===== src/sv/uvt_pkg.sv =====
`default_nettype none

package uvt_pkg;

    typedef enum logic [2:0] {
        ST_OK       = 3'd0,
        ST_EMPTY    = 3'd1,
        ST_TOO_LONG = 3'd2,
        ST_INVALID  = 3'd3,
        ST_CONTROL  = 3'd4
    } uvt_status_t;

    // one classified byte as it travels from the front to the back
    typedef struct packed {
        logic [6:0] lead_bits;
        logic [5:0] cont_bits;
        logic [2:0] lead_size;
        logic       is_cont;
        logic       has_byte;
        logic       is_last;
    } uvt_item_t;

    localparam int unsigned MID_DEPTH = 4;

    localparam logic [15:0] MAX_LENGTH_RESET = 16'd255;
    localparam logic [16:0] BYTE_SAT         = 17'h1FFFF;
    localparam logic [15:0] POINT_SAT        = 16'hFFFF;
    localparam logic [20:0] SURR_LO          = 21'h00D800;
    localparam logic [20:0] SURR_HI          = 21'h00DFFF;
    localparam logic [20:0] CP_MAX           = 21'h10FFFF;
    localparam logic [20:0] CTRL_LIMIT       = 21'h000020;
    localparam logic [20:0] DEL_CHAR         = 21'h00007F;

    // smallest value that a sequence of the given size may encode
    function automatic logic [20:0] min_value(input logic [2:0] size);
        logic [20:0] v;
        case (size)
            3'd2:    v = 21'h000080;
            3'd3:    v = 21'h000800;
            3'd4:    v = 21'h010000;
            default: v = 21'h000000;
        endcase
        return v;
    endfunction

endpackage

`default_nettype wire


===== src/sv/uvt_front.sv =====
`default_nettype none

module uvt_front (
    input  wire logic                push,
    output logic                     full,
    input  wire logic [7:0]          data_byte,
    input  wire logic                has_byte,
    input  wire logic                is_last,
    output logic                     q_push,
    output uvt_pkg::uvt_item_t       q_item,
    input  wire logic                q_full
);
    import uvt_pkg::*;

    logic [2:0] lead_size;

    always_comb
    begin
        if (data_byte inside {[8'h00:8'h7F]})
        begin
            lead_size = 3'd1;
        end
        else if (data_byte inside {[8'hC0:8'hDF]})
        begin
            lead_size = 3'd2;
        end
        else if (data_byte inside {[8'hE0:8'hEF]})
        begin
            lead_size = 3'd3;
        end
        else if (data_byte inside {[8'hF0:8'hF7]})
        begin
            lead_size = 3'd4;
        end
        else
        begin
            lead_size = 3'd0;
        end
    end

    always_comb
    begin
        q_item           = '0;
        q_item.lead_size = lead_size;
        q_item.is_cont   = (data_byte[7:6] == 2'b10);
        q_item.cont_bits = data_byte[5:0];
        q_item.has_byte  = has_byte;
        q_item.is_last   = is_last;
        case (lead_size)
            3'd1:    q_item.lead_bits = data_byte[6:0];
            3'd2:    q_item.lead_bits = {2'b00, data_byte[4:0]};
            3'd3:    q_item.lead_bits = {3'b000, data_byte[3:0]};
            3'd4:    q_item.lead_bits = {4'b0000, data_byte[2:0]};
            default: q_item.lead_bits = 7'd0;
        endcase
    end

    assign full = q_full;

    // items with neither a byte nor an end mark change nothing, drop them here
    assign q_push = push && !q_full && (has_byte || is_last);

endmodule

`default_nettype wire


===== src/sv/uvt_queue.sv =====
`default_nettype none

module uvt_queue #(
    parameter int unsigned Depth = uvt_pkg::MID_DEPTH
) (
    input  wire logic                clk,
    input  wire logic                rst_n,
    input  wire logic                wr_en,
    input  wire uvt_pkg::uvt_item_t  wr_item,
    output logic                     full,
    input  wire logic                rd_en,
    output uvt_pkg::uvt_item_t       rd_item,
    output logic                     valid,
    output logic [$clog2(Depth+1)-1:0] level
);
    import uvt_pkg::*;

    localparam int unsigned AW = (Depth > 1) ? $clog2(Depth) : 1;
    localparam int unsigned CW = $clog2(Depth + 1);
    localparam logic [AW-1:0] LAST_PTR = AW'(Depth - 1);
    localparam logic [CW-1:0] FULL_LEVEL = CW'(Depth);

    uvt_item_t     mem [Depth];
    logic [AW-1:0] wr_ptr_reg, wr_ptr_next;
    logic [AW-1:0] rd_ptr_reg, rd_ptr_next;
    logic [CW-1:0] count_reg, count_next;
    logic          do_wr, do_rd;

    assign full  = (count_reg == FULL_LEVEL);
    assign valid = (count_reg != '0);
    assign level = count_reg;
    assign do_wr = wr_en && !full;
    assign do_rd = rd_en && valid;
    assign rd_item = mem[rd_ptr_reg];

    always_comb
    begin
        wr_ptr_next = wr_ptr_reg;
        rd_ptr_next = rd_ptr_reg;
        count_next  = count_reg;
        if (do_wr)
        begin
            wr_ptr_next = (wr_ptr_reg == LAST_PTR) ? '0 : wr_ptr_reg + 1'b1;
        end
        if (do_rd)
        begin
            rd_ptr_next = (rd_ptr_reg == LAST_PTR) ? '0 : rd_ptr_reg + 1'b1;
        end
        if (do_wr && !do_rd)
        begin
            count_next = count_reg + 1'b1;
        end
        else if (do_rd && !do_wr)
        begin
            count_next = count_reg - 1'b1;
        end
    end

    always_ff @(posedge clk or negedge rst_n)
    begin
        if (!rst_n)
        begin
            wr_ptr_reg <= '0;
            rd_ptr_reg <= '0;
            count_reg  <= '0;
        end
        else
        begin
            wr_ptr_reg <= wr_ptr_next;
            rd_ptr_reg <= rd_ptr_next;
            count_reg  <= count_next;
        end
    end

    always_ff @(posedge clk)
    begin
        if (do_wr)
        begin
            mem[wr_ptr_reg] <= wr_item;
        end
    end

endmodule

`default_nettype wire


===== src/sv/uvt_back.sv =====
`default_nettype none

module uvt_back (
    input  wire logic                clk,
    input  wire logic                rst_n,
    input  wire logic [15:0]         max_length,
    input  wire logic                q_valid,
    input  wire uvt_pkg::uvt_item_t  q_item,
    output logic                     q_pop,
    output logic                     empty,
    input  wire logic                pop,
    output logic [2:0]               status,
    output logic [15:0]              point_count
);
    import uvt_pkg::*;

    logic [16:0]  byte_total_reg, byte_total_next;
    logic [15:0]  point_total_reg, point_total_next;
    logic [1:0]   need_reg, need_next;
    logic [2:0]   seq_size_reg, seq_size_next;
    logic [20:0]  partial_reg, partial_next;
    uvt_status_t  error_reg, error_next;

    logic         res_valid_reg, res_valid_next;
    uvt_status_t  res_status_reg, res_status_next;
    logic [15:0]  res_count_reg, res_count_next;

    logic         consume;
    logic         fin;
    logic [20:0]  fin_val;
    logic [2:0]   fin_size;
    logic [20:0]  shifted;

    // a final item may only go when the result slot is free or frees now
    assign consume = q_valid && (!q_item.is_last || !res_valid_reg || pop);
    assign q_pop   = consume;
    assign shifted = {partial_reg[14:0], q_item.cont_bits};

    always_comb
    begin
        byte_total_next  = byte_total_reg;
        point_total_next = point_total_reg;
        need_next        = need_reg;
        seq_size_next    = seq_size_reg;
        partial_next     = partial_reg;
        error_next       = error_reg;
        res_valid_next   = res_valid_reg && !pop;
        res_status_next  = res_status_reg;
        res_count_next   = res_count_reg;
        fin              = 1'b0;
        fin_val          = '0;
        fin_size         = 3'd1;

        if (consume && q_item.has_byte)
        begin
            if (byte_total_reg != BYTE_SAT)
            begin
                byte_total_next = byte_total_reg + 1'b1;
            end
            if (error_reg == ST_OK)
            begin
                if (need_reg == 2'd0)
                begin
                    case (q_item.lead_size)
                        3'd0:
                        begin
                            error_next = ST_INVALID;
                        end
                        3'd1:
                        begin
                            fin     = 1'b1;
                            fin_val = {14'd0, q_item.lead_bits};
                        end
                        default:
                        begin
                            seq_size_next = q_item.lead_size;
                            partial_next  = {14'd0, q_item.lead_bits};
                            need_next     = 2'(q_item.lead_size - 3'd1);
                        end
                    endcase
                end
                else if (!q_item.is_cont)
                begin
                    error_next = ST_INVALID;
                end
                else
                begin
                    partial_next = shifted;
                    need_next    = need_reg - 2'd1;
                    if (need_reg == 2'd1)
                    begin
                        fin      = 1'b1;
                        fin_val  = shifted;
                        fin_size = seq_size_reg;
                    end
                end
            end
        end

        if (fin)
        begin
            if (fin_val < min_value(fin_size) || fin_val > CP_MAX ||
                (fin_val >= SURR_LO && fin_val <= SURR_HI))
            begin
                error_next = ST_INVALID;
            end
            else if (fin_val < CTRL_LIMIT || fin_val == DEL_CHAR)
            begin
                error_next = ST_CONTROL;
            end
            else if (point_total_reg != POINT_SAT)
            begin
                point_total_next = point_total_reg + 1'b1;
            end
        end

        if (consume && q_item.is_last)
        begin
            res_valid_next = 1'b1;
            res_count_next = '0;
            if (byte_total_next == '0)
            begin
                res_status_next = ST_EMPTY;
            end
            else if (byte_total_next > {1'b0, max_length})
            begin
                res_status_next = ST_TOO_LONG;
            end
            else if (error_next != ST_OK)
            begin
                res_status_next = error_next;
            end
            else if (need_next != 2'd0)
            begin
                res_status_next = ST_INVALID;
            end
            else
            begin
                res_status_next = ST_OK;
                res_count_next  = point_total_next;
            end
            byte_total_next  = '0;
            point_total_next = '0;
            need_next        = '0;
            seq_size_next    = '0;
            partial_next     = '0;
            error_next       = ST_OK;
        end
    end

    always_ff @(posedge clk or negedge rst_n)
    begin
        if (!rst_n)
        begin
            byte_total_reg  <= '0;
            point_total_reg <= '0;
            need_reg        <= '0;
            seq_size_reg    <= '0;
            partial_reg     <= '0;
            error_reg       <= ST_OK;
            res_valid_reg   <= 1'b0;
        end
        else
        begin
            byte_total_reg  <= byte_total_next;
            point_total_reg <= point_total_next;
            need_reg        <= need_next;
            seq_size_reg    <= seq_size_next;
            partial_reg     <= partial_next;
            error_reg       <= error_next;
            res_valid_reg   <= res_valid_next;
        end
    end

    always_ff @(posedge clk)
    begin
        res_status_reg <= res_status_next;
        res_count_reg  <= res_count_next;
    end

    assign empty       = !res_valid_reg;
    assign status      = res_status_reg;
    assign point_count = res_count_reg;

endmodule

`default_nettype wire


===== src/sv/utf8_display_text_validator.sv =====
// path: a final item is registered in the mid queue, then decoded by the back end into the result slot
// throughput: one item per cycle, set by the back end decode, while no final item waits on the result slot
// the mid queue absorbs stalls of the result side; a final item waits only for the result slot
// reset: asynchronous, clears decode state, mid queue and result slot; max_length back to 255
`default_nettype none

module utf8_display_text_validator #(
    parameter int unsigned MidDepth = uvt_pkg::MID_DEPTH
) (
    input  wire logic        clk,
    input  wire logic        rst_n,
    input  wire logic        push,
    output logic             full,
    input  wire logic [7:0]  data_byte,
    input  wire logic        has_byte,
    input  wire logic        is_last,
    output logic             empty,
    input  wire logic        pop,
    output logic [2:0]       status,
    output logic [15:0]      point_count,
    input  wire logic        cfg_write,
    input  wire logic [15:0] cfg_data
);
    import uvt_pkg::*;

    localparam int unsigned CW = $clog2(MidDepth + 1);

    logic [15:0]   max_length_reg;
    logic          q_push, q_full, q_valid, q_pop;
    uvt_item_t     q_wr_item, q_rd_item;
    logic [CW-1:0] q_level;

    always_ff @(posedge clk or negedge rst_n)
    begin
        if (!rst_n)
        begin
            max_length_reg <= MAX_LENGTH_RESET;
        end
        else if (cfg_write)
        begin
            max_length_reg <= cfg_data;
        end
    end

    uvt_front u_front (
        .push      (push),
        .full      (full),
        .data_byte (data_byte),
        .has_byte  (has_byte),
        .is_last   (is_last),
        .q_push    (q_push),
        .q_item    (q_wr_item),
        .q_full    (q_full)
    );

    uvt_queue #(
        .Depth (MidDepth)
    ) u_queue (
        .clk     (clk),
        .rst_n   (rst_n),
        .wr_en   (q_push),
        .wr_item (q_wr_item),
        .full    (q_full),
        .rd_en   (q_pop),
        .rd_item (q_rd_item),
        .valid   (q_valid),
        .level   (q_level)
    );

    uvt_back u_back (
        .clk         (clk),
        .rst_n       (rst_n),
        .max_length  (max_length_reg),
        .q_valid     (q_valid),
        .q_item      (q_rd_item),
        .q_pop       (q_pop),
        .empty       (empty),
        .pop         (pop),
        .status      (status),
        .point_count (point_count)
    );

    // a count only travels with an accepted text
    a_count_only_ok: assert property (@(posedge clk) disable iff (!rst_n)
        (!empty && status != ST_OK) |-> (point_count == 16'd0))
        else $error("nonzero count with error status");

    // queue level never passes its depth
    a_level_bound: assert property (@(posedge clk) disable iff (!rst_n)
        q_level <= CW'(MidDepth))
        else $error("mid queue level out of range");

    // a final item never leaves the queue while an untaken result sits in the slot
    a_no_result_overrun: assert property (@(posedge clk) disable iff (!rst_n)
        (q_pop && q_rd_item.is_last && !empty) |-> pop)
        else $error("result slot overwritten");

endmodule

`default_nettype wire


===== config.mk =====
export PLATFORM = sky130hd
export DESIGN_NAME = utf8_display_text_validator
export DESIGN_NICKNAME = d
export VERILOG_FILES = /design/src/sv/uvt_pkg.sv /design/src/sv/uvt_front.sv /design/src/sv/uvt_queue.sv /design/src/sv/uvt_back.sv /design/src/sv/utf8_display_text_validator.sv
export SDC_FILE = /design/constraint.sdc
export NUM_CORES = 1
export LEC_CHECK = 0
export BUFFER_PORTS_ARGS = -buffer_cell sky130_fd_sc_hd__buf_2
export CORE_MARGIN = 1
export CORE_UTILIZATION = 25
export CTS_BUF_LIST = sky130_fd_sc_hd__clkbuf_8 sky130_fd_sc_hd__clkbuf_16
export CTS_CLUSTER_SIZE = 24
export DETAILED_ROUTE_END_ITERATION = 10
export PLACE_DENSITY = 0.48
export SLEW_MARGIN = 40
export SYNTH_ARGS = -nofsm -noshare
export SYNTH_HDL_FRONTEND = slang
export SYNTH_SLANG_ARGS = --single-unit

===== constraint.sdc =====
create_clock -name clk -period 5.6 [get_ports clk]
set_input_delay 0.56 -clock clk [delete_from_list [all_inputs] [get_ports clk]]
set_output_delay 0.56 -clock clk [all_outputs]
set_load 0.005 [all_outputs]

After elaboration in Yosys (flattened, before gate mapping):

Memories as Yosys holds them, arrays and structs flattened.
Index checks and enable logic that the tools add are counted.

* add/sub/neg operators: 8
* muxes and demuxes: 68
* reduce and logical (&&, ||, !) cells: 44
* magnitude comparators: 14
* equality and inequality tests: 18

Operators with widths (number)
* $mux 21: 6
* $mux 15: 6
* $mux 16: 5
* $mux 3: 26
* $mux 17: 3
* $pmux 17 s3: 1
* $pmux 7 s4: 1
* $ge 8x8->1 const B: 3
* $le 8x8->1 const B: 3
* $eq 21x7->1 const B: 1
* $ge 21x16->1 const B: 1
* $gt 21x21->1 const B: 1
* $le 21x16->1 const B: 1
* $lt 21x21->1: 1
* $lt 21x6->1 const B: 1
* $mux 2: 10
* $add 17x1->17 const B: 1
* $gt 17x16->1: 1
* $logic_not 17->1: 1
* $ne 17x17->1 const B: 1
* $add 16x1->16 const B: 1
* $ne 16x16->1 const B: 1
* $logic_and 1x1->1: 15
* $eq 3x2->1 const B: 4
* 23 further kinds: 57

* memory bits (writable): 76
* register bits after elaboration: 99
* logic and storage cells: 167
* memories: 1
* output and inout bits: 21

Memories
* u_queue.mem: depth 4, bits a word 19, rd ports 1, clocked after Yosys merged registers in 0, wr ports 1, line uvt_queue.sv:23 `uvt_item_t mem [Depth];`

Logic depth before layout (Yosys ltp):

Gate-level depths: netlist of run 1.
An unclocked memory read counts as a cell.

* word-level depth: 18
* depth in mapped cells: 19

By module:

Synthesis of run 1 repeated with hierarchy kept, for this count alone.

* cells, all modules: 734
* area, all modules: 8964.8 um2

Modules (own cells, without submodules)
* uvt_back: times used 1, area an instance 4906.0 um2, seq. area each 1996.9 um2, cells each 535
* uvt_queue: times used 1, area an instance 3215.6 um2, seq. area each 2457.4 um2, cells each 136
* utf8_display_text_validator: times used 1, area an instance 659.4 um2, seq. area each 410.4 um2, cells each 34
* uvt_front: times used 1, area an instance 183.9 um2, seq. area each 0.0 um2, cells each 29

Worst setup path after synthesis of run 1:

No wires, ideal clock.

* kind: register to register
* start: reg u_queue.rd_ptr_reg[0]
* end: reg u_back.res_count_reg[10] (netlist: u_back.point_count[10]), data pin
* required time: 5.450 ns
* slack: 1.383 ns
* stages on the path, launching flop included: 19
* data arrival time: 4.067 ns
* cell sequence: dfrtp_1 -> buf_6 -> mux2i_1 -> o21ai_1 -> nor2_1 -> clkinv_1 -> nor2_1 -> nand4_1 -> xor2_1 -> inv_1 -> ha_1 -> nor2b_1 -> o31ai_1 -> a21oi_1 -> o311a_1 -> nor3b_1 -> nand2_1 -> buf_2 -> nor3_2

* cells in the longest elaborated chain, start to end: 17
* elaborated cells on any way between the ends: 62
* those cells by class: 1 x add/sub; 6 x order compare; 5 x eq/ne; 34 x mux; 15 x reduce/logical; 1 x memory

RTL lines
* from (decl): line uvt_queue.sv:25 `logic [AW-1:0] rd_ptr_reg, rd_ptr_next;`
* from (signal assigned): line uvt_queue.sv:70 `rd_ptr_reg <= rd_ptr_next;`
* $mem_v2 4x19 *
* $logic_not 1->1: line uvt_back.sv:35 `assign consume = q_valid && (!q_item.is_last || !res_valid_reg || pop);`
* $logic_or 1x1->1 (2 in a row): line uvt_back.sv:35
* $logic_and 1x1->1: line uvt_back.sv:35
* $logic_and 1x1->1: line uvt_back.sv:54 `if (consume && q_item.has_byte)`
* $mux 3: line uvt_back.sv:54
* $eq 3x3->1 or $eq 3x2->1 (tied branches): line uvt_pkg.sv:37 `case (size)`
* $pmux 17 s3: line uvt_pkg.sv:37
* $mux 21: line uvt_back.sv:100 `if (fin)`
* $lt 21x21->1: line uvt_back.sv:102 `if (fin_val < min_value(fin_size) || fin_val > CP_MAX ||`
* $logic_or 1x1->1 (2 in a row): line uvt_back.sv:102
* $mux 3: line uvt_back.sv:102
* $mux 3: line uvt_back.sv:100
* $reduce_bool 3->1: line uvt_back.sv:129 `else if (error_next != ST_OK)`
* $reduce_or 4->1 (no line)
* to (signal assigned): line uvt_back.sv:178 `res_count_reg <= res_count_next;`
* to (decl): line uvt_back.sv:26 `logic [15:0] res_count_reg, res_count_next;`

Every way passes the cells marked *; elsewhere a longest branch is shown, timed or not. The select of a mux whose other input is x is not followed.
A chain may end at the register's enable or synchronous reset.

Worst setup path in the final report of run 1:

* start: reg u_queue.rd_ptr_reg[0]
* end: reg u_back.res_count_reg[15] (netlist: u_back.point_count[15]), data pin

The elaborated chain is that of the path after synthesis.

==> results of run 1 <==
[cell families (layout without fill, tap and decap cells)]
logic type / count (synthesis) / after routing
flops: 175 / 175
mux: 42 / 42
simple gates: 301 / 301
xor+xnor: 35 / 35
compound gates: 100 / 100
fa+ha+maj: 31 / 31
buf+inv: 72 / 133
[final timing paths]
check | slack (ns) | depth (start not counted) | endpoint
worst max-delay path | 0.62 | 17 | u_back.point_count[15]
worst min-delay path | 0.32 | 2 | u_back.res_valid_reg
worst max register to register | 0.62 | 17 | u_back.point_count[15]
worst min register to register | 0.49 | 1 | u_queue.level[2]
max in group asynchronous | 4.17 | 3 | u_back.partial_reg[1]
min in group asynchronous | 0.55 | 2 | u_back.byte_total_reg[9]
[layer usage]
metal | track usage, % | vias up | share of wire, %
met5 | 0 | - | 0
met4 | 3.50 | 0 | 1.3
met3 | 2.62 | 16 | 3.6
met2 | 17.1 | 88 | 44
met1 | 15.5 | 2772 | 51
li1 | - | 2833 | -
[through the flow]
stage / worst slack [ns] / util (%) / cell area, sq um / total power [mW]
finish: 0.617 / 29.5 / 10200 / 4.87
global route: 0.0720 / 29.5 / 10200 / 5.21
CTS: 0.169 / 29.4 / 10200 / 4.96
detailed placement: 0.197 / 27.7 / 9580 / 3.71
global placement: 0.358 / 27.6 / 9570 / 3.70
floorplan: 1.38 / - / 8840 / 3.16
[layout make-up]
| class | count | area, sq um |
|---|---|---|
| clock inverters | 14 | 154 |
| repair buffers | 59 | 324 |
| well taps | 455 | 569 |
| fillers | 3558 | 24400 |
| inverters | 42 | 158 |
| flip-flops and latches | 175 | 4860 |
| multi-input cells | 509 | 3680 |
| clock buffers | 18 | 450 |
[synthesized netlist by cell type, types with 15 or more instances]
cell	number
mux4_2	18
inv_1	41
nand2_1	64
o21ai_0	31
xnor2_1	24
nor2_1	74
mux2i_1	17
edfxtp_1	95
dfrtp_1	72
nor3_1	20
ha_1	30
nand3_1	25
clkbuf_1	15
a21oi_1	25
[power groups by stage]
stage | Sequential (mW) | Combinational [mW] | Clock [mW]
floorplan | 1.79 | 1.37 | 0
CTS | 1.80 | 1.90 | 1.26
global placement | 1.83 | 1.87 | 0
global route | 1.83 | 2.08 | 1.30
finish | 1.80 | 1.86 | 1.22
detailed placement | 1.83 | 1.89 | 0
[placed cells by master, fill, tap and decap left out, types with 7 or more instances in the layout]
| master | synthesis | routed |
|---|---|---|
| nand3_1 | 25 | 25 |
| a21oi_1 | 25 | 25 |
| a211oi_1 | 9 | 9 |
| and3_1 | 7 | 7 |
| dfrtp_1 | 72 | 72 |
| nor4_1 | 7 | 7 |
| mux4_2 | 18 | 18 |
| nor3_2 | 13 | 13 |
| dfstp_2 | 8 | 8 |
| mux2_2 | 7 | 7 |
| buf_2 | 9 | 50 |
| nand3b_1 | 12 | 12 |
| nor2b_1 | 13 | 13 |
| nor2_1 | 74 | 72 |
| nand2_1 | 64 | 63 |
| nor3_1 | 20 | 20 |
| o21ai_0 | 31 | 31 |
| ha_1 | 30 | 30 |
| xor2_1 | 11 | 11 |
| edfxtp_1 | 95 | 95 |
| buf_4 | 0 | 7 |
| xnor2_1 | 24 | 24 |
| clkbuf_16 | 0 | 18 |
| mux2i_1 | 17 | 17 |
| inv_1 | 41 | 42 |
| nor4_2 | 8 | 8 |
| nand4_1 | 13 | 13 |
| nand2b_1 | 7 | 7 |
[repair_timing]
item	4_1_cts	5_1_grt
hold endpoints to repair	14	0
resized for setup	0	2
hold buffers	1	0
setup endpoints to repair	0	16
==> run_results.csv, run 1 <==
group,metric,value,unit
timing,worst_slew_pin_slew,0.793,ns
synth,synth_warnings,0,
synth,synth_top_cell_area_share,32.3,%
floorplanning,num_io_pins,52,
critical_path,cp-start-kind,"flip-flop",
global_route,grt_max_degree,65,
floorplanning,start_util,25.5,%
timing,hold_viol,0,
critical_path,cp_top_family,"simple AND/OR/NAND/NOR gates",
timing,relSlewSlack,47.0,%
synth,synthMuxAreaShare,7.41,%
floorplanning,die_h,190,microns
synth,synth_seq_cells,175,
synth,ys.flop_type,"edfxtp_1",
power_and_ir_drop,ir_drop,288,uV
timing,clock_skew,0.0126,ns
clocking,cts_root_buf,"clkbuf_16",
clocking,cts_buffer_depth,2,
critical_path,crit_path_cell_trace,"mux2i_1 -> o21ai_1 -> nor2_1 -> clkinv_1 -> nor2_2 -> nand2_1 -> xnor2_1 -> inv_1 -> ha_1 -> a21o_1 -> a21o_1 -> a21o_1 -> a21oi_1 -> o21ai_0 -> nor3b_1 -> nand2_2 -> nor3_1",
synth,synth.largest_area_cell,"edfxtp_1",
place,io_buffers,51,
clocking,clk_pin_slew,0.07,ns
timing,hold_ws,0.323,ns
timing,setup_tns,0,ns
power_and_ir_drop,internal_power,3.04,mW
finish,fin_nets,866,
route,drt-initial-drc-count,229,
synth,synth_top_family_by_area,"simple AND/OR/NAND/NOR gates",
route,drt-wirelength-per-cell,15.2,microns
hold_path,hp-class,"input port to flip-flop",
power_and_ir_drop,power_density,478,nW/um^2
synth,synth_nets,818,
critical_path,cp.arrival,5.24,ns
place,place_inst,1239,
floorplanning,fp.dieW,190,microns
synth,ys_types,67,
clocking,cts_made_buffers,17,
finish,antennaDiodeCount,0,
critical_path,cpPeakStageDelay,0.47,ns
hold_path,hold_start,"pop",
power_and_ir_drop,switchingPower,1.83,mW
power_and_ir_drop,leakage,3.92,nW
timing,fmax,201,MHz
global_route,grt.overflow.total,0,
finish,drive_gt1_share,20.3,%
route,postRouteAntennaNets,0,
synth,synthCells,756,
global_route,track_usage,11.2,%
clocking,cts_setup_buffers,0,
finish,final_cells,1272,
critical_path,cpMaxStageDelayCell,"nor2_1",
synth,synthSimpleGateAreaFrac,18.6,%
route,post_drt_via_cell_ratio,4.49,
floorplanning,rows,68,
route,dr.pass1.iters,5,
synth,synthXorXnorAreaFrac,3.47,%
timing,setup-violations-final,0,
global_route,grt_pass1_vias,5783,
critical_path,crit_buf_inv,2,
critical_path,crit_top_cell,"a21o_1",
synth,yosysSeqAreaShare,55.1,%
finish,largest_reg_flops,76,
global_route,antenna_found_initial,0,
clocking,cts.sinks,175,
clocking,cts_tree,"yes",
place,place.gp.congestion,0.816,
synth,synth_compound_area_share,7.32,%
critical_path,cp_max_fo,16,
route,num_vias,5709,
synth,synth_fa_ha_area_share,4.47,%
synth,ys_async_sr_fraction,45.7,%
power_and_ir_drop,switching_share,37.6,%
finish,area_growth_syn_to_layout,15.4,%
clocking,clk_latency,0.44,ns
power_and_ir_drop,comb_power_share,38.1,%
place,dpl.hpwl,13500,microns
synth,synth_edf_count,95,
timing,fin_crit_sh,89.0,%
critical_path,end_kind,"flip-flop",
power_and_ir_drop,seqPwrFrac,36.9,%
floorplanning,dieArea,36100,sq um
critical_path,crit_start,"u_queue.rd_ptr_reg[0]",
critical_path,cp.required,5.86,ns
synth,synth_area,8840,sq um
global_route,grt_pass1_wl,31500,microns
timing,maxSlewViolCount,0,
power_and_ir_drop,clkPwrFrac,25.0,%
critical_path,r2r-start,"u_queue.rd_ptr_reg[0]",
run_status,run_status,"complete, no violations",
timing,rsz0062_at_grt,"no",
route,totalWireLength,19400,microns
synth,synth_area_leaders,"edfxtp_1 32%, dfrtp_1 20%, mux4_2 4.6%",
timing,period_needed,4.98,ns
synth,syn_avg_cell_area,11.7,sq um
critical_path,critPathKind,"flip-flop to flip-flop",
route,drcViolationCount,0,
job,maxCapViolCount,0,
clocking,htreeDepth,4,
floorplanning,core-area,34600,sq um
Power figures use the tool's default switching activity.
==> run 2: changes to the inputs <==
ABC_AREA = 1   (was unset)
PLACE_DENSITY = 0.47   (was 0.48)
==> run 2 against run 1 <==
Net effect:
- register-to-register slack better by 0.98 ns
- worst hold slack worse by 0.29 ns
- largest power group unchanged
- via count up 19%
- highest routed layer unchanged
- count of clock-buffer cells in the layout up 3
- largest cell class unchanged
==> run_results.csv, run 2 <==
group,metric,value,unit
run_status,run_status,"complete, no violations",
critical_path,cp_max_fo,44,
synth,synthCells,1027,
route,num_vias,6791,
floorplanning,die_h,195,microns
power_and_ir_drop,power_density,526,nW/um^2
finish,final_cell_mix,"170 x nand2_1, 154 x nor2_1, 127 x inv_1, 95 x edfxtp_1, 76 x o21ai_0",
place,place_inst,1526,
timing,period_needed,4.00,ns
clocking,cts_root_buf,"clkbuf_16",
timing,clock_skew,0.0112,ns
synth,yosys-top-cells-count,"170 x nand2_1, 158 x nor2_1, 126 x inv_1",
synth,synth_top_cell_area_share,30.6,%
floorplanning,start_util,25.4,%
timing,hold_viol,0,
synth,synth_warnings,0,
synth,synth.most_common_cell,"nand2_1",
critical_path,end_kind,"flip-flop",
timing,setup-violations-final,0,
floorplanning,core-area,36600,sq um
clocking,cts_resized,0,
clocking,cts_tree,"yes",
floorplanning,rows,70,
synth,ys.flop_type,"edfxtp_1",
place,dpl.hpwl,15000,microns
floorplanning,fp.dieW,195,microns
critical_path,rr_worst_depth,22,
route,totalWireLength,21500,microns
clocking,cts.sinks,175,
critical_path,critPathKind,"flip-flop to flip-flop",
critical_path,cp.required,5.89,ns
global_route,grt.overflow.total,0,
synth,yosysSeqAreaShare,52.2,%
route,drt-wirelength-per-cell,13.8,microns
critical_path,cp.arrival,4.29,ns
route,drcViolationCount,0,
route,drt-initial-drc-count,384,
power_and_ir_drop,ir_drop,294,uV
timing,rsz0062_at_grt,"no",
floorplanning,dieArea,38000,sq um
route,post_drt_via_cell_ratio,4.36,
finish,fin_nets,1139,
floorplanning,num_io_pins,52,
critical_path,cp-start-kind,"flip-flop",
hold_path,hp-class,"input port to async pin",
global_route,antenna_found_initial,0,
place,io_buffers,51,
synth,synth_edf_count,95,
clocking,htreeDepth,4,
synth,synth_area,9310,sq um
clocking,cts_made_buffers,17,
timing,setup_tns,0,ns
finish,final_cells,1558,
clocking,cts_buffer_depth,2,
critical_path,r2r_end,"u_back.point_count[10]",
global_route,track_usage,12.0,%
place,place.gp.congestion,0.836,
timing,worst_slew_pin_slew,0.754,ns
global_route,grt_max_degree,58,
route,postRouteAntennaNets,0,
critical_path,r2r-start,"u_queue.rd_ptr_reg[0]",
timing,fin_crit_sh,71.5,%
finish,area_growth_syn_to_layout,14.1,%
synth,synth_nets,1089,
clocking,clk_pin_slew,0.07,ns
timing,maxSlewViolCount,0,
timing,hold_ws,0.0380,ns
finish,antennaDiodeCount,0,
route,dr.pass1.iters,5,
synth,synth_area_leaders,"edfxtp_1 31%, dfrtp_1 19%, nand2_1 6.9%",
job,maxCapViolCount,0,
finish,mostFrequentLayoutCell,"nand2_1",
power_and_ir_drop,finalPower,5.59,mW
finish,drive_gt1_share,14.7,%
synth,syn_avg_cell_area,9.07,sq um
global_route,grt_pass1_vias,6740,
global_route,grt_pass1_wl,35900,microns
clocking,cts_setup_buffers,0,
synth,synth.largest_area_cell,"edfxtp_1",
synth,ys_types,55,
critical_path,regToRegSetupSlack,1.60,ns
timing,relSlewSlack,49.3,%
clocking,postCtsHoldBufs,0,
synth,synth_seq_cells,175,
synth,ys_async_sr_fraction,45.7,%
finish,largest_reg_flops,76,
clocking,clk_latency,0.44,ns
timing,fmax,250,MHz
power_and_ir_drop,leakage,4.46,nW
run 2: changes by cell type in the layout (fill, tap and decap cells not counted), sizes merged, moves of 22 or more:
cell | before | now
inv | 47 | 137
nand2 | 64 | 182
xnor2 | 24 | 2
nand3 | 25 | 71
o21ai | 35 | 85
nor2 | 74 | 169
run 2: how the worst max path moves through the flow:
stage / startpoint / to / slack [ns] / depth (start not counted)
after detailed placement: u_queue.rd_ptr_reg[0] / u_back.point_count[2] / 1.56 / 22
after floorplan: pop / u_back.point_count[2] / 2.45 / 19
final: u_queue.rd_ptr_reg[0] / u_back.point_count[10] / 1.60 / 22
after CTS: u_queue.rd_ptr_reg[0] / u_back.point_count[2] / 1.55 / 22
after global placement: u_queue.rd_ptr_reg[0] / u_back.point_count[5] / 1.69 / 20
after global routing: u_queue.rd_ptr_reg[0] / u_back.point_count[7] / 1.13 / 22
run 2: power by group:
part | internal, mW | switching, mW | total, mW
logic | 0.821 | 1.77 | 2.59
registers | 1.70 | 0.138 | 1.84
clock network | 0.669 | 0.499 | 1.17
run 2: area by class of cell:
class,instances,area [sq um]
well taps,468,586
clock buffers,21,492
multi-input cells,685,3740
clock inverters,11,86.3
repair buffers,62,340
flip-flops and latches,175,4860
inverters,136,518
fillers,3894,26000
run 2: per-stage QoR:
stage          cell area (sq um)  utilization [%]  worst slack [ns]
2_1_floorplan               9310                -              2.45
3_3_place_gp               10000             27.4              1.69
3_5_place_dp               10000             27.4              1.56
4_1_cts                    10600             29.0              1.55
5_1_grt                    10600             29.0              1.13
6_report                   10600             29.0              1.60
run 2: routing by layer:
metal | routed length, microns | vias to the layer above | track usage, %
met3 | 635 | 11 | 2.45
met1 | 10800 | 3200 | 16.3
met2 | 9980 | 87 | 19.3
met5 | 0 | - | 0
met4 | 179 | 0 | 3.32
li1 | - | 3493 | -
run 2: kinds of logic (layout without fill, tap and decap cells):
| kind of cell | after synthesis | in the layout | share of synthesized area, % |
|---|---|---|---|
| DFF | 175 | 175 | 52.2 |
| muxes | 12 | 12 | 1.32 |
| AOI/OAI and AO/OA | 146 | 146 | 8.96 |
| xor gates and xnor gates | 25 | 25 | 2.35 |
| adders and majority gates | 31 | 31 | 4.25 |
| buffers and inverters | 167 | 230 | 7.74 |
| and+or+nand+nor | 471 | 471 | 23.2 |
run 2: worst max-delay path, stage by stage (launching register included):
cell      delay (ns)
dfrtp_1         0.39
buf_4           0.42
nor2_1          0.10
nor2_1          0.10
nand2_1         0.08
nand2_2         0.11
nand3_4         0.23
inv_2           0.31
nand3_1         0.09
and2_1          0.17
ha_1            0.31
a21oi_1         0.13
o21ai_0         0.11
nand2_1         0.07
nand4_1         0.08
a21boi_0        0.18
o21ai_0         0.10
a21o_1          0.16
nand2_1         0.12
nand3_2         0.11
nor2_2          0.15
nand3_4         0.19
nor2_1          0.16
==> run 3: changes to the inputs <==
PLACE_DENSITY = 0.49   (was 0.47)
clock period = 3.5 ns   (was 5.6 ns; I/O delays follow)
==> run 3 against run 2 <==
Net effect:
- global-route usage is essentially flat
- routed wire length rose by 4.8%
- critical path depth grew 1
- sequential power rose by 60%
==> run_results.csv, run 3 (synthesis results as in run 2) <==
group,metric,value,unit
route,num_vias,7118,
floorplanning,num_io_pins,52,
clocking,cts_root_buf,"clkbuf_16",
timing,maxSlewViolCount,0,
finish,antennaDiodeCount,0,
power_and_ir_drop,switching_share,43.3,%
timing,setup-violations-final,0,
global_route,grt.overflow.total,0,
clocking,htreeDepth,4,
finish,drive_gt1_share,23.6,%
power_and_ir_drop,ir_drop,364,uV
timing,fmax,297,MHz
global_route,grt_pass1_vias,6853,
floorplanning,rows,70,
hold_path,hp-class,"input port to flip-flop",
critical_path,cp-start-kind,"flip-flop",
finish,mostFrequentLayoutCell,"nand2_1",
power_and_ir_drop,finalPower,10.2,mW
power_and_ir_drop,leakage,4.76,nW
place,dpl.hpwl,15200,microns
critical_path,crit_start,"u_back.byte_total_reg[1]",
global_route,antenna_found_initial,0,
power_and_ir_drop,power_density,891,nW/um^2
power_and_ir_drop,clkPwrFrac,18.2,%
timing,fin_crit_sh,96.2,%
clocking,cts_tree,"yes",
timing,hold_viol,0,
global_route,track_usage,12.0,%
clocking,clk_pin_slew,0.07,ns
power_and_ir_drop,switchingPower,4.40,mW
critical_path,cp.required,3.80,ns
global_route,grt_max_degree,58,
critical_path,critPathKind,"flip-flop to flip-flop",
critical_path,cp.arrival,3.67,ns
place,place.gp.congestion,0.845,
power_and_ir_drop,internal_power,5.75,mW
timing,rsz0062_at_grt,"yes",
power_and_ir_drop,seqPwrFrac,29.0,%
critical_path,regToRegSetupSlack,0.13,ns
critical_path,r2r_end,"u_back.point_count[3]",
timing,worst_slew_pin_slew,0.826,ns
floorplanning,start_util,25.4,%
route,drt-initial-drc-count,445,
route,dr.pass1.iters,4,
critical_path,endpoint,"u_back.point_count[3]",
global_route,grt_pass1_wl,36000,microns
critical_path,cpPeakStageDelay,0.40,ns
critical_path,rr_worst_depth,23,
route,drcViolationCount,0,
critical_path,crit_top_cell,"nand2_2",
clocking,clk_latency,0.44,ns
critical_path,crit_path_cell_trace,"ha_4 -> nand3_4 -> nor2_4 -> nand3_2 -> nor3_2 -> nand2_2 -> nand2_2 -> nand2_1 -> nand2_2 -> inv_1 -> ha_1 -> nand2_2 -> nor2_1 -> nand3b_1 -> nand4_1 -> a21boi_2 -> o21ai_1 -> a21o_1 -> nand2_2 -> nand3_4 -> nor2_4 -> nand3_4 -> nor2_2",
timing,period_needed,3.37,ns
timing,clock_skew,0.0130,ns
place,placed_area,10200,sq um
critical_path,end_kind,"flip-flop",
route,post_drt_via_cell_ratio,4.43,
clocking,cts.sinks,175,
critical_path,cpMaxStageDelayCell,"dfrtp_1",
critical_path,r2r-start,"u_back.byte_total_reg[1]",
power_and_ir_drop,comb_power_share,52.8,%
critical_path,cp_max_fo,8,
floorplanning,die_h,195,microns
finish,final_area,11400,sq um
timing,relSlewSlack,44.4,%
route,postRouteAntennaNets,0,
clocking,cts_buffer_depth,2,
route,drt-wirelength-per-cell,14.0,microns
floorplanning,dieArea,38000,sq um
place,io_buffers,51,
route,totalWireLength,22600,microns
clocking,cts_made_buffers,17,
finish,area_growth_syn_to_layout,22.4,%
finish,fin_nets,1189,
finish,final_cell_mix,"154 x nand2_1, 139 x nor2_1, 122 x inv_1, 95 x edfxtp_1, 73 x o21ai_0",
finish,largest_reg_flops,76,
job,maxCapViolCount,0,
floorplanning,core-area,36600,sq um
run_status,run_status,"complete, no violations",
floorplanning,fp.dieW,195,microns
==> run 3: power by group through the flow <==
stage / registers, mW / logic (mW) / clock network, mW
2_1_floorplan: 2.95 / 3.17 / 0
3_3_place_gp: 2.98 / 4.40 / 0
3_5_place_dp: 2.98 / 4.46 / 0
4_1_cts: 2.95 / 4.60 / 1.88
5_1_grt: 3.00 / 5.98 / 1.97
6_report: 2.94 / 5.36 / 1.85
==> run 3: how the worst min path moves through the flow <==
stage,from,to,slack (ns),cells after the start
floorplan,rst_n,max_length_reg[10],0.05,0
global placement,rst_n,max_length_reg[13],0.39,1
detailed placement,rst_n,max_length_reg[15],0.39,1
global route,cfg_data[0],max_length_reg[0],0.12,2
finish,cfg_data[6],max_length_reg[6],0.12,3
CTS,cfg_data[6],max_length_reg[6],0.1,3
==> run 3: layout make-up <==
type | instances | area [sq um]
repair buffers | 110 | 773
multi-input cells | 687 | 4090
inverters | 136 | 523
well taps | 468 | 586
fillers | 3822 | 25200
clock inverters | 15 | 134
clock buffers | 17 | 425
flip-flops and latches | 175 | 4870
==> run 3: critical path, delay by kind of cell, from the launching register on <==
family                   cells  cell delay [ns]
flip-flops                   1             0.40
AND/OR/NAND/NOR             17             1.93
buffers and inverters        1             0.05
adder cells (fa/ha/maj)      2             0.44
AO/OA/AOI/OAI                3             0.42
==> run 3: what timing repair did <==
item | in CTS | in global routing
setup buffers | 1 | 19
hold buffers | 1 | 0
pin swaps | 3 | 35
setup endpoints to repair | 16 | 20
resized for setup | 8 | 83
gates cloned | 1 | 3
hold endpoints to repair | 35 | 0
==> run 3: layer usage <==
layer | wire length, microns | track usage [%] | vias to the layer above
met4 | 269 | 3.35 | 0
met3 | 614 | 2.45 | 21
li1 | - | - | 3609
met1 | 11000 | 16.1 | 3388
met2 | 10700 | 19.6 | 100
met5 | 0 | 0 | -
==> run 3: stage by stage <==
| stage | util (%) | worst slack (ns) | hold WS (ns) | cells | TNS [ns] |
|---|---|---|---|---|---|
| 2_1_floorplan | - | 0.354 | 0.0544 | 1027 | 0 |
| 3_3_place_gp | 28.0 | 0.0677 | 0.393 | 1551 | 0 |
| 3_5_place_dp | 28.0 | -0.00775 | 0.390 | 1551 | -0.0251 |
| 4_1_cts | 29.7 | 0.0203 | 0.0987 | 1586 | 0 |
| 5_1_grt | 31.1 | -0.0658 | 0.118 | 1608 | -0.675 |
| 6_report | 31.1 | 0.132 | 0.115 | 1608 | 0 |
